<file path="src/hdl/block_ring_pointer_tracker_assert.svh">
// Assertion macros shared by the ring pointer tracker RTL.
`ifndef BLOCK_RING_POINTER_TRACKER_ASSERT_SVH
`define BLOCK_RING_POINTER_TRACKER_ASSERT_SVH

// Same-cycle implication, checked only outside reset.
`define BRPT_ASSERT_SAME(label, clk, rst_n, ante, cons) \
  label: assert property (@(posedge clk) disable iff (!rst_n) (ante) |-> (cons)) \
    else $error("assertion failed: same-cycle check");

// Next-cycle implication, checked only outside reset.
`define BRPT_ASSERT_NEXT(label, clk, rst_n, ante, cons) \
  label: assert property (@(posedge clk) disable iff (!rst_n) (ante) |=> (cons)) \
    else $error("assertion failed: next-cycle check");

`endif

</file>
<file path="src/hdl/brpt_pkg.sv">
// Package with widths, codes and types of the block ring pointer tracker.
package brpt_pkg;

  localparam int BUF_AW       = 15;
  localparam int BLK_AW       = 10;
  localparam int IDX_W        = BUF_AW - BLK_AW;
  localparam int DATA_W       = 8;
  localparam int DELAY_W      = 14;
  localparam int SAMPLE_SHIFT = 2;
  localparam int LIM_W        = DELAY_W + SAMPLE_SHIFT;
  localparam int SAMPLE_BYTES = 1 << SAMPLE_SHIFT;
  localparam int BUF_BYTES    = 1 << BUF_AW;

  localparam logic [BUF_AW-1:0] CAP_BYTES = BUF_AW'(BUF_BYTES - SAMPLE_BYTES);

  localparam logic OP_WRITE = 1'b0;
  localparam logic OP_DONE  = 1'b1;

  localparam int IN_TDATA_W  = 16;
  localparam int OUT_TDATA_W = 64;

  typedef struct packed {
    logic              op;
    logic [IDX_W-1:0]  civ_index;
    logic [DATA_W-1:0] data_byte;
  } item_t;

  typedef struct packed {
    logic [BUF_AW-1:0] wp;
    logic [BUF_AW-1:0] rp;
  } ptr_t;

  // Declared from the highest bit down so that accepted sits at bit 0.
  typedef struct packed {
    logic              drained_enough;
    logic [BUF_AW-1:0] space_bytes;
    logic [BUF_AW-1:0] buffered_bytes;
    logic [IDX_W-1:0]  lvi_index;
    logic              lvi_valid;
    logic [DATA_W-1:0] mem_byte;
    logic [BUF_AW-1:0] mem_addr;
    logic              accepted;
  } result_t;

  localparam int RESULT_W = $bits(result_t);

endpackage

</file>
<file path="src/hdl/brpt_step.sv">
// Next-pointer and result logic for one request of the ring pointer tracker.
module brpt_step (
  input  brpt_pkg::item_t                  item_i,
  input  brpt_pkg::ptr_t                   ptr_i,
  input  logic [brpt_pkg::DELAY_W-1:0]     delay_i,
  output brpt_pkg::ptr_t                   ptr_o,
  output brpt_pkg::result_t                res_o
);
  import brpt_pkg::*;

  logic [BUF_AW-1:0] occ_cur;
  logic [BUF_AW-1:0] occ_new;
  logic [LIM_W-1:0]  lim;
  logic              can_write;

  assign occ_cur   = ptr_i.wp - ptr_i.rp;
  assign can_write = occ_cur < CAP_BYTES;
  assign lim       = {delay_i, {SAMPLE_SHIFT{1'b0}}};

  always_comb begin
    ptr_o = ptr_i;
    res_o = '0;
    unique case (item_i.op)
      OP_WRITE: begin
        if (can_write) begin
          res_o.accepted = 1'b1;
          res_o.mem_addr = ptr_i.wp;
          res_o.mem_byte = item_i.data_byte;
          ptr_o.wp       = ptr_i.wp + BUF_AW'(1);
          if (&ptr_i.wp[BLK_AW-1:0]) begin
            res_o.lvi_valid = 1'b1;
            res_o.lvi_index = ptr_i.wp[BUF_AW-1:BLK_AW];
          end
        end
      end
      OP_DONE: begin
        ptr_o.rp = {item_i.civ_index, {BLK_AW{1'b0}}};
      end
      default: begin
        ptr_o = ptr_i;
      end
    endcase
    occ_new              = ptr_o.wp - ptr_o.rp;
    res_o.buffered_bytes = occ_new;
    res_o.space_bytes    = (occ_new >= CAP_BYTES) ? '0 : CAP_BYTES - occ_new;
    res_o.drained_enough = (delay_i == '0) || ({1'b0, occ_new} <= lim);
  end

endmodule

</file>
<file path="src/hdl/block_ring_pointer_tracker.sv">
// Top level of the block ring pointer tracker for a descriptor-driven audio ring.
//
// Input stream: each request either offers one byte for the ring (tuser low) or reports
// that the DMA engine now serves the descriptor given in civ_index (tuser high).
// Output stream: exactly one result per request, in order. It carries whether the byte
// was stored and its ring address, a last-valid-index update when the writer leaves a
// block, and the occupancy, free space and drained flag after the request.
// Configuration: cfg_data sets the target delay in samples; it is always ready. The user
// writes it between requests while the stream is quiet; the block does not enforce this.
// Pipeline: a request taken into the input register moves its result into the result
// register when it advances. Throughput: one request per cycle while the output is not
// stalled, set by the single input register and the pointer update loop.
// Stall: the result register holds its value while out_tready is low; the input
// register keeps one more request, after which in_tready drops until the output drains.
// Reset: rst_n clears both ring pointers, the delay and all valid flags.
`include "block_ring_pointer_tracker_assert.svh"

module block_ring_pointer_tracker (
  input  logic                                 clk,
  input  logic                                 rst_n,
  input  logic                                 in_tvalid,
  output logic                                 in_tready,
  // in_tdata: data_byte[7:0], civ_index[12:8], zero padding.
  input  logic [brpt_pkg::IN_TDATA_W-1:0]      in_tdata,
  // in_tuser: op[0].
  input  logic                                 in_tuser,
  output logic                                 out_tvalid,
  input  logic                                 out_tready,
  // out_tdata: accepted, mem_addr, mem_byte, lvi_valid, lvi_index, buffered_bytes,
  // space_bytes, drained_enough, zero padding.
  output logic [brpt_pkg::OUT_TDATA_W-1:0]     out_tdata,
  input  logic                                 cfg_valid,
  output logic                                 cfg_ready,
  input  logic [brpt_pkg::DELAY_W-1:0]         cfg_data
);
  import brpt_pkg::*;

  logic              s1_valid_r;
  logic              s1_valid_nxt;
  item_t             s1_item_r;
  logic              out_valid_r;
  logic              out_valid_nxt;
  result_t           out_res_r;
  ptr_t              ptr_r;
  ptr_t              ptr_nxt;
  logic [DELAY_W-1:0] delay_r;
  ptr_t              step_ptr;
  result_t           step_res;
  item_t             in_item;
  logic              in_fire;
  logic              s1_adv;

  assign in_item.op        = in_tuser;
  assign in_item.civ_index = in_tdata[DATA_W+IDX_W-1:DATA_W];
  assign in_item.data_byte = in_tdata[DATA_W-1:0];

  assign s1_adv    = s1_valid_r && (!out_valid_r || out_tready);
  assign in_tready = !s1_valid_r || s1_adv;
  assign in_fire   = in_tvalid && in_tready;
  assign cfg_ready = 1'b1;

  brpt_step u_step (
    .item_i  (s1_item_r),
    .ptr_i   (ptr_r),
    .delay_i (delay_r),
    .ptr_o   (step_ptr),
    .res_o   (step_res)
  );

  always_comb begin
    s1_valid_nxt  = in_fire || (s1_valid_r && !s1_adv);
    out_valid_nxt = s1_adv || (out_valid_r && !out_tready);
    ptr_nxt       = s1_adv ? step_ptr : ptr_r;
  end

  always_ff @(posedge clk) begin
    if (!rst_n) begin
      s1_valid_r  <= 1'b0;
      out_valid_r <= 1'b0;
      ptr_r       <= '0;
      delay_r     <= '0;
    end else begin
      s1_valid_r  <= s1_valid_nxt;
      out_valid_r <= out_valid_nxt;
      ptr_r       <= ptr_nxt;
      if (cfg_valid && cfg_ready) begin
        delay_r <= cfg_data;
      end
    end
  end

  always_ff @(posedge clk) begin
    if (in_fire) begin
      s1_item_r <= in_item;
    end
    if (s1_adv) begin
      out_res_r <= step_res;
    end
  end

  assign out_tvalid = out_valid_r;
  assign out_tdata  = {{(OUT_TDATA_W-RESULT_W){1'b0}}, out_res_r};

  `BRPT_ASSERT_NEXT(a_wp_step, clk, rst_n, s1_adv && step_res.accepted,
    ptr_r.wp == BUF_AW'($past(ptr_r.wp) + BUF_AW'(1)))
  `BRPT_ASSERT_NEXT(a_rp_jump, clk, rst_n, s1_adv && (s1_item_r.op == OP_DONE),
    ptr_r.rp == {$past(s1_item_r.civ_index), {BLK_AW{1'b0}}})
  `BRPT_ASSERT_SAME(a_lvi_edge, clk, rst_n, out_valid_r && out_res_r.lvi_valid,
    out_res_r.accepted && (&out_res_r.mem_addr[BLK_AW-1:0]))
  `BRPT_ASSERT_SAME(a_space_sum, clk, rst_n,
    out_valid_r && (out_res_r.space_bytes != '0),
    BUF_AW'(out_res_r.space_bytes + out_res_r.buffered_bytes) == CAP_BYTES)
  `BRPT_ASSERT_SAME(a_reject_clean, clk, rst_n, out_valid_r && !out_res_r.accepted,
    (out_res_r.mem_addr == '0) && (out_res_r.mem_byte == '0))

endmodule
</file>
<file path="config.mk">
export PLATFORM = sky130hd
export DESIGN_NAME = block_ring_pointer_tracker
export DESIGN_NICKNAME = d
export VERILOG_FILES = /design/src/hdl/brpt_pkg.sv /design/src/hdl/brpt_step.sv /design/src/hdl/block_ring_pointer_tracker.sv
export VERILOG_INCLUDE_DIRS = /design/src /design/src/hdl
export SDC_FILE = /design/constraint.sdc
export NUM_CORES = 1
export LEC_CHECK = 0
export ABC_AREA = 0
export BUFFER_PORTS_ARGS = -buffer_cell sky130_fd_sc_hd__buf_4
export CAP_MARGIN = 25
export CELL_PAD_IN_SITES_DETAIL_PLACEMENT = 1
export CELL_PAD_IN_SITES_GLOBAL_PLACEMENT = 1
export CORE_MARGIN = 1.5
export CORE_UTILIZATION = 41
export CTS_CLUSTER_DIAMETER = 30
export DETAILED_ROUTE_END_ITERATION = 12
export GPL_TIMING_DRIVEN = 0
export PLACE_DENSITY_LB_ADDON = 0.1
export SETUP_SLACK_MARGIN = 0.2
export SLEW_MARGIN = 10
export SYNTH_ARGS = -nofsm -noshare
export SYNTH_HDL_FRONTEND = slang
export SYNTH_SLANG_ARGS = --single-unit
</file>
<file path="constraint.sdc">
create_clock -name clk -period 5.95 [get_ports clk]
set_input_delay 1.19 -clock clk [delete_from_list [all_inputs] [get_ports clk]]
set_output_delay 1.19 -clock clk [all_outputs]
set_load 0.02 [all_outputs]
</file>
==> results of run 1 <==
-- layout by cell type (no fill, tap or decap), types with 5 or more instances in the layout --
master	count
ha_4	11
nor2_4	9
a21oi_1	24
nor2b_1	22
o211ai_1	7
nand2_1	51
xnor2_1	26
nor3_4	5
dfxtp_2	14
nand3_1	20
dfxtp_1	28
edfxtp_1	75
a21o_1	19
nor2_1	28
buf_4	176
o21ai_1	5
ha_1	26
mux2i_1	22
o211a_1	7
clkbuf_1	14
o21ai_0	15
and3_1	18
or3_1	5
and2_1	43
clkbuf_16	18
nand2b_1	6
nand4_1	15
inv_1	31
xor2_1	14
inv_2	5
buf_6	10
nor3_1	10
-- path summary, 6_finish.rpt --
check,endpoint,slack [ps],cells past startpoint
setup / recovery,out_tdata[51],-140,29
hold / removal,ptr_r[7],500,1
setup reg to reg,out_tdata[51],-140,29
hold reg to reg,ptr_r[7],500,1
-- per-stage QoR --
stage | total power, mW | setup WS (ps)
2_1_floorplan | 1.17 | 206
4_1_cts | 2.32 | 21.9
6_report | 2.33 | -137
5_1_grt | 2.41 | -399
3_3_place_gp | 1.27 | -1250
3_5_place_dp | 1.29 | -1350
-- power by group --
group | switching (mW) | internal, mW | total, mW
sequential | 0.0187 | 0.935 | 0.953
clock | 0.421 | 0.552 | 0.974
combinational | 0.214 | 0.184 | 0.398
total | 0.654 | 1.67 | 2.33
-- registers in the layout, summed over array words and instances (netlist names) --
signal,cells
delay_r,14
out_tdata,61
out_tvalid,1
ptr_r,30
s1_item_r,14
s1_valid_r,1
-- logic make-up (layout without fill, tap and decap cells) --
| logic type | Yosys count | after routing | share of synthesized area, % |
|---|---|---|---|
| AO/OA/AOI/OAI | 128 | 128 | 13.2 |
| XOR/XNOR | 46 | 46 | 5.58 |
| adder cells (fa/ha/maj) | 43 | 43 | 7.52 |
| buffers and inverters | 79 | 289 | 4.73 |
| flip-flops | 121 | 121 | 43.9 |
| multiplexers | 23 | 23 | 3.19 |
| other | 2 | 4 | 0.104 |
| AND/OR/NAND/NOR | 271 | 271 | 21.8 |
-- Yosys cell counts (3+ instances only) --
| cell type | instances | area share [%] |
|---|---|---|
| a211oi_1 | 6 | 0.62 |
| a21boi_0 | 3 | 0.31 |
| a21o_1 | 19 | 2.0 |
| a21oi_1 | 30 | 2.1 |
| a22oi_1 | 3 | 0.31 |
| a31oi_1 | 3 | 0.26 |
| and2_1 | 45 | 3.9 |
| and3_1 | 20 | 1.7 |
| and4_1 | 3 | 0.36 |
| buf_1 | 3 | 0.16 |
| buf_2 | 7 | 0.49 |
| buf_4 | 5 | 0.52 |
| clkbuf_1 | 23 | 1.2 |
| dfxtp_1 | 46 | 13 |
| edfxtp_1 | 75 | 31 |
| ha_1 | 41 | 7.1 |
| inv_1 | 37 | 1.9 |
| mux2i_1 | 23 | 3.2 |
| nand2_1 | 53 | 2.8 |
| nand2b_1 | 6 | 0.52 |
| nand3_1 | 24 | 1.7 |
| nand4_1 | 15 | 1.3 |
| nor2_1 | 31 | 1.6 |
| nor2_4 | 9 | 1.4 |
| nor2b_1 | 22 | 1.9 |
| nor3_1 | 12 | 0.83 |
| nor3_2 | 3 | 0.42 |
| nor4_1 | 5 | 0.43 |
| o2111ai_1 | 3 | 0.36 |
| o211a_1 | 7 | 0.97 |
| o211ai_1 | 7 | 0.73 |
| o21a_1 | 3 | 0.31 |
| o21ai_0 | 19 | 1.3 |
| or3_1 | 5 | 0.43 |
| xnor2_1 | 30 | 3.6 |
| xor2_1 | 16 | 1.9 |
-- what timing repair did --
action	CTS	global route
cloned	0	1
resized for setup	112	33
pin swaps	47	43
buffers inserted	55	29
setup endpoints to repair	25	16
hold endpoints to repair	0	0
-- routing by layer --
layer,global-route usage (%),wire [um],vias to the layer above
li1,-,-,2964
met1,29.5,9350,3075
met2,43.0,11500,132
met3,3.89,789,41
met4,9.62,586,0
met5,0,0,-
-- worst register-to-register path: cells and delay by family (launching register included) --
kind | cells | cell delay [ps]
and+or+nand+nor | 10 | 2260
xor gates and xnor gates | 1 | 70
buffers and inverters | 7 | 790
DFF | 1 | 330
adders and majority gates | 2 | 590
AOI/OAI and AO/OA | 9 | 1790
-- cell type report --
cell class,instances,area share [%]
Clock inverter,14,1.12
Tap cell,225,2.78
Inverter,39,1.47
Timing Repair Buffer,179,14.1
Clock buffer,18,4.34
Multi-Input combinational cell,515,41.6
Sequential cell,121,31.7
Buffer,39,2.90
==> reports/qor.csv, run 1 <==
metric,value,unit
async_flop_share,0,%
io_pins,103,
clockBufferDepth,2,
wl_per_cell,19.4,um
peakVddDrop,176,uV
drt-pass1-iter-count,4,
clock_skew,10.2,ps
multi_input_area,4210,um2
synth-edff-count,75,
die_h,136,um
regArea,3210,um2
rsz0062_at_grt,true,
end_kind,flip-flop,
syn-cell-area,7220,um2
port_buffers,93,
first_global_vias,6426,
cpPeakStageDelay,540,ps
via_per_inst,5.40,
start_util,41.9,%
critical_path.top_delay_family,simple AND/OR/NAND/NOR gates,
leakagePower,4.34,nW
worst_pin_slew,812,ps
yosys_warnings,0,
critical_path_class,reg -> reg,
core,17200,um2
num_vias,6212,
dieArea,18400,um2
hold_buffers,0,
drv_cap,0,
hold_path.class,reg -> reg,
clock-sinks,121,
diodes,0,
required,6130,ps
grt_pass1_wl,34000,um
drive_above_1_share,37.8,%
maxSlewViolCount,0,
clk_pin_slew,60,ps
worst_ep_arrival_time,6270,ps
final_area,10100,um2
fin_nets,990,
wl,22300,um
dp_hpwl,15000,um
synth.distinct_cells,76,
htreeDepth,4,
synth_cells,713,
placed_cells,1034,
r2r-start,ptr_r[11],
layout.cells.non_filler,1150,
ys_ff_latch,121,
utilization,58.7,%
numCtsBuffers,17,
slew_headroom,45.9,%
gp_congestion,0.844,
final-hold-violation-count,0,
cts_tree,done,
hold_start,ptr_r[7],
num-fill-cells,1847,
grtUsageTotal,24.3,%
syn_area_per_cell,10.1,um2
place_area,8270,um2
period_minus_slack,6090,ps
grt_antenna_before_repair,0,
setup-tns-final,-1470,ps
layout_setup_ws,-137,ps
status,"complete, but fails checks",
startpoint,ptr_r[11],
area_growth,40.2,%
die_x,136,um
rows,48,
antenna_left,0,
path_common_cell,a21o_1,
period_share,102,%
path_max_fanout,5,
globalRoute.totalOverflow,0,
clk_latency,430,ps
route.detailed.drc,0,
slowest_stage,or4_4,
violations,negative setup slack,
grt_max_degree,59,
worst-path-buf-inv,7,
powerDensity,230,nW/um2
drtIter0Drc,241,
hold_ws,500,ps
yosysSeqAreaShare,43.9,%
ys.flop_type,edfxtp_1,
clock-root-buffer,clkbuf_16,
setup.worst_path.start_class,flip-flop,
fmax,164,MHz
final-setup-viol-count,13,
(Power assumes the default switching activity.)
==> run 2, diff against run 1 <==
--- a/config.mk
+++ b/config.mk
@@ -11,7 +11,7 @@
 export CAP_MARGIN = 25
 export CELL_PAD_IN_SITES_DETAIL_PLACEMENT = 1
 export CELL_PAD_IN_SITES_GLOBAL_PLACEMENT = 1
-export CORE_MARGIN = 1.5
+export CORE_MARGIN = 1
 export CORE_UTILIZATION = 41
 export CTS_CLUSTER_DIAMETER = 30
 export DETAILED_ROUTE_END_ITERATION = 12
==> reports/qor.csv, run 2 (synthesis results as in run 1) <==
metric,value,unit,change
clock-root-buffer,clkbuf_16,,unchanged
end_kind,flip-flop,,unchanged
seqPwrFrac,38.2,%,was 41.0%
route.detailed.drc,0,,unchanged
place_area,8270,um2,unchanged
period_share,102,%,about the same
peakVddDrop,198,uV,was 176 uV
leakagePower,4.28,nW,was 4.34 nW
hold_buffers,0,,unchanged
clk_pin_slew,60,ps,about the same
grt_max_degree,60,,was 59
via_per_inst,5.49,,was 5.40
p_int,1.83,mW,was 1.67 mW
final-hold-violation-count,0,,unchanged
grtUsageTotal,25.0,%,was 24.3%
cpPeakStageDelay,530,ps,was 540 ps
layout.cells.most_common,buf_4,,unchanged
fin_nets,970,,was 990
final_area,10000,um2,was 10100 um2
cts_tree,done,,unchanged
die_h,135,um,was 136 um
die_x,135,um,was 136 um
hold_path.class,reg -> reg,,unchanged
drv_cap,0,,unchanged
diodes,0,,unchanged
placed_cells,1034,,unchanged
final-setup-viol-count,11,,was 13
start_util,41.9,%,unchanged
gp_congestion,0.838,,was 0.844
dieArea,18100,um2,was 18400 um2
path_max_fanout,7,,was 5
num-fill-cells,1857,,was 1847
place_ws,-1340,ps,was -1350 ps
globalRoute.totalOverflow,0,,unchanged
grt_pass1_wl,34700,um,was 34000 um
drive_above_1_share,34.9,%,was 37.8%
status,"complete, but fails checks",,unchanged
pwr-share-comb,15.5,%,was 17.1%
clk_latency,430,ps,about the same
rsz0062_at_grt,true,,unchanged
num_vias,6200,,was 6212
fmax,165,MHz,was 164 MHz
most-common-layout-cells,"buf_4, edfxtp_1, nand2_1, and2_1, inv_1",,unchanged
worst_pin_slew,771,ps,was 812 ps
htreeDepth,4,,unchanged
power_frac_clock,46.3,%,was 41.9%
wl,22200,um,was 22300 um
period_minus_slack,6050,ps,was 6090 ps
io_pins,103,,unchanged
numCtsBuffers,17,,unchanged
path_common_cell,a21o_1,,unchanged
worst_ep_arrival_time,6220,ps,was 6270 ps
clock_skew,8.62,ps,was 10.2 ps
worst-path-buf-inv,5,,was 7
setup.worst_path.start_class,flip-flop,,unchanged
clock-sinks,121,,unchanged
dp_hpwl,15000,um,about the same
critical_path.top_delay_family,compound AO/OA/AOI/OAI gates,,was simple AND/OR/NAND/NOR gates
critical_path_class,reg -> reg,,unchanged
antenna_left,0,,unchanged
rows,48,,unchanged
switchingPower,0.665,mW,was 0.654 mW
first_global_vias,6588,,was 6426
core,17200,um2,unchanged
grt_antenna_before_repair,0,,unchanged
drt-pass1-iter-count,4,,unchanged
maxSlewViolCount,0,,unchanged
slew_headroom,48.6,%,was 45.9%
required,6120,ps,was 6130 ps
largest_reg_flops,61,,unchanged
wl_per_cell,19.6,um,was 19.4 um
port_buffers,93,,unchanged
violations,negative setup slack,,unchanged
layout.cells.non_filler,1130,,was 1150
utilization,58.0,%,was 58.7%
area_growth,38.6,%,was 40.2%
clockBufferDepth,2,,unchanged
switching_share,26.6,%,was 28.1%
layout_setup_ws,-95.6,ps,was -137 ps
slowest_stage,o41a_1,,was or4_4
powerDensity,250,nW/um2,was 230 nW/um2
drtIter0Drc,255,,was 241
==> run 2: power groups by stage <==
stage               clock [mW]  combinational (mW)  sequential, mW
global route              1.21               0.416           0.957
floorplan                    0               0.172           0.998
detailed placement           0               0.313           0.973
finish                    1.16               0.387           0.954
CTS                       1.17               0.378           0.955
global placement             0               0.299           0.973
==> run 2: per-stage QoR <==
step	hold slack, ps	power [mW]	setup TNS (ps)
floorplan	468	1.17	0
global placement	484	1.27	-19730
finish	500	2.50	-214
CTS	497	2.50	0
detailed placement	499	1.29	-22170
global route	512	2.58	-3010
==> run 2: area by class of cell <==
type	instances	area (um2)	area share (%)
plain buffers	39	304	3.04
clock buffers	17	425	4.25
well taps	225	282	2.81
inverters	39	149	1.49
clock inverters	15	226	2.26
repair buffers	159	1240	12.4
multi-input cells	515	4180	41.8
flip-flops and latches	121	3200	32.0
==> run 2: worst paths after layout <==
kind / startpoint / endpoint / slack (ps) / cells after the start
hold / removal: ptr_r[7] / ptr_r[7] / 500 / 1
setup / recovery: ptr_r[4] / out_tdata[60] / -100 / 32
setup reg to reg: ptr_r[4] / out_tdata[60] / -100 / 32
hold reg to reg: ptr_r[7] / ptr_r[7] / 500 / 1
==> run 2: timing repair <==
item / in CTS / in global routing
setup buffers: 49 / 16
setup endpoints to repair: 25 / 16
resized for setup: 106 / 25
pin swaps: 40 / 25
==> run 2: layer usage <==
| metal | GRT usage (%) | part of all wire [%] | routed length [um] |
|---|---|---|---|
| met5 | 0 | 0 | 0 |
| met3 | 3.94 | 3.1 | 680 |
| met1 | 29.0 | 42 | 9280 |
| met2 | 45.8 | 53 | 11700 |
| met4 | 9.93 | 2.4 | 522 |
==> run 3, diff against run 2 <==
--- a/config.mk
+++ b/config.mk
@@ -11,6 +11,7 @@
 export CAP_MARGIN = 25
 export CELL_PAD_IN_SITES_DETAIL_PLACEMENT = 1
 export CELL_PAD_IN_SITES_GLOBAL_PLACEMENT = 1
+export CORE_ASPECT_RATIO = 0.6
 export CORE_MARGIN = 1
 export CORE_UTILIZATION = 41
 export CTS_CLUSTER_DIAMETER = 30
==> reports/qor.csv, run 3 (synthesis results as in run 1) <==
metric,value,unit,change
status,"complete, but fails checks",,unchanged
violations,negative setup slack,,unchanged
dieArea,18200,um2,was 18100 um2
layout.cells.most_common,buf_4,,unchanged
endpoint,out_tdata[60],,unchanged
critical_path_class,reg -> reg,,unchanged
layout_setup_ws,-140,ps,was -95.6 ps
leakagePower,4.26,nW,was 4.28 nW
first_global_vias,6464,,was 6588
p_int,1.71,mW,was 1.83 mW
clock_skew,10.1,ps,was 8.62 ps
diodes,0,,unchanged
seqPwrFrac,40.3,%,was 38.2%
switchingPower,0.654,mW,was 0.665 mW
period_minus_slack,6090,ps,was 6050 ps
hold_path.class,reg -> reg,,unchanged
worst_pin_slew,822,ps,was 771 ps
pwr-share-comb,17.2,%,was 15.5%
route.detailed.drc,0,,unchanged
largest_reg_flops,61,,unchanged
port_buffers,93,,unchanged
final_area,10100,um2,was 10000 um2
start_util,42.0,%,was 41.9%
drt-pass1-iter-count,5,,was 4
powerDensity,235,nW/um2,was 250 nW/um2
hold_buffers,0,,unchanged
place_ws,-1680,ps,was -1340 ps
clk_pin_slew,60,ps,about the same
peakVddDrop,163,uV,was 198 uV
core,17200,um2,about the same
worst_ep_arrival_time,6380,ps,was 6220 ps
globalRoute.totalOverflow,0,,unchanged
hold_ws,501,ps,was 500 ps
drtIter0Drc,376,,was 255
path_max_fanout,6,,was 7
most-common-layout-cells,"buf_4, edfxtp_1, nand2_1, and2_1, inv_1",,unchanged
required,6240,ps,was 6120 ps
cts_tree,done,,unchanged
num-fill-cells,1870,,was 1857
maxSlewViolCount,0,,unchanged
period_share,102,%,about the same
wl,23600,um,was 22200 um
r2r_end,out_tdata[60],,unchanged
end_kind,flip-flop,,unchanged
die_h,105,um,was 135 um
r2r-start,ptr_r[16],,was ptr_r[4]
fmax,164,MHz,was 165 MHz
htreeDepth,4,,unchanged
drive_above_1_share,36.6,%,was 34.9%
wl_per_cell,20.7,um,was 19.6 um
clockBufferDepth,2,,unchanged
via_per_inst,5.48,,was 5.49
final-setup-viol-count,12,,was 11
clock-sinks,121,,unchanged
gp_congestion,0.846,,was 0.838
clock-root-buffer,clkbuf_16,,unchanged
grtUsageTotal,26.3,%,was 25.0%
grt_pass1_wl,36300,um,was 34700 um
drv_cap,0,,unchanged
numCtsBuffers,17,,unchanged
rsz0062_at_grt,true,,unchanged
switching_share,27.6,%,was 26.6%
dp_hpwl,16400,um,was 15000 um
io_pins,103,,unchanged
fin_nets,970,,unchanged
clk_latency,430,ps,about the same
place_area,8280,um2,was 8270 um2
num_vias,6246,,was 6200
rows,37,,was 48
grt_max_degree,53,,was 60
die_x,173,um,was 135 um
slew_headroom,45.2,%,was 48.6%
setup.worst_path.start_class,flip-flop,,unchanged
startpoint,ptr_r[16],,was ptr_r[4]
area_growth,39.4,%,was 38.6%
grt_antenna_before_repair,0,,unchanged
reg2regPathDepth,25,,was 32
final-hold-violation-count,0,,unchanged
power_frac_clock,42.5,%,was 46.3%
reg2reg_slack,-140,ps,was -100 ps
antenna_left,0,,unchanged
## run 3: worst min-delay path by stage
stage | start | depth (start not counted) | slack, ps | endpoint
2_1_floorplan | ptr_r[14] | 2 | 470 | ptr_r[14]
3_3_place_gp | ptr_r[14] | 2 | 490 | ptr_r[14]
3_5_place_dp | ptr_r[5] | 1 | 490 | ptr_r[5]
4_1_cts | ptr_r[6] | 1 | 490 | ptr_r[6]
5_1_grt | ptr_r[9] | 1 | 510 | ptr_r[9]
6_report | ptr_r[5] | 1 | 500 | ptr_r[5]
## run 3: metal layers
metal	vias up	global-route usage, %	wire (um)
met3	20	6.84	1430
met5	-	0	0
met4	0	5.44	187
li1	2921	-	-
met1	3127	38.7	11800
met2	178	38.3	10200
## run 3: timing repair
item	CTS	global route
setup endpoints to repair	27	16
gates cloned	0	1
pin swaps	37	43
gates resized for setup	110	51
buffers inserted	45	19
## run 3: final cells by class
cell class	instances	area, um2	area share, %
inverters	39	149	1.48
clock buffers	21	493	4.90
clock inverters	11	86.3	0.858
plain buffers	39	305	3.03
flip-flops and latches	121	3200	31.8
well taps	234	293	2.91
multi-input cells	515	4290	42.6
repair buffers	159	1260	12.5
## run 3: through the flow
| step | TNS, ps | util [%] | total power [mW] | instances |
|---|---|---|---|---|
| after global placement | -27850 | 48.0 | 1.28 | 1042 |
| after floorplan | 0 | - | 1.17 | 715 |
| after global routing | -2700 | 58.6 | 2.45 | 1139 |
| after detailed placement | -28490 | 48.2 | 1.29 | 1043 |
| final | -616 | 58.6 | 2.37 | 1139 |
| after CTS | -1.14 | 56.4 | 2.36 | 1120 |
## run 3: power groups by stage
| stage | sequential (mW) | combinational [mW] | clock (mW) |
|---|---|---|---|
| floorplan | 0.998 | 0.172 | 0 |
| detailed placement | 0.973 | 0.322 | 0 |
| global route | 0.958 | 0.436 | 1.06 |
| CTS | 0.955 | 0.381 | 1.02 |
| global placement | 0.972 | 0.306 | 0 |
| finish | 0.955 | 0.408 | 1.01 |
## run 3: critical path: stages, from the launching register on
cell	delay, ps
dfxtp_1	500
ha_1	370
a2111oi_4	480
nor2_1	120
mux2i_1	420
o311ai_4	200
o41a_1	430
buf_8	190
mux2i_4	180
inv_1	80
ha_1	280
nor2b_1	130
o21ai_0	150
nand2b_1	100
and2_4	180
nand3_1	130
nor3_4	60
buf_4	160
and2_1	180
a311oi_4	420
ha_1	330
a21o_1	190
maj3_1	350
a21oi_1	160
o21ai_1	80
nand3_1	90
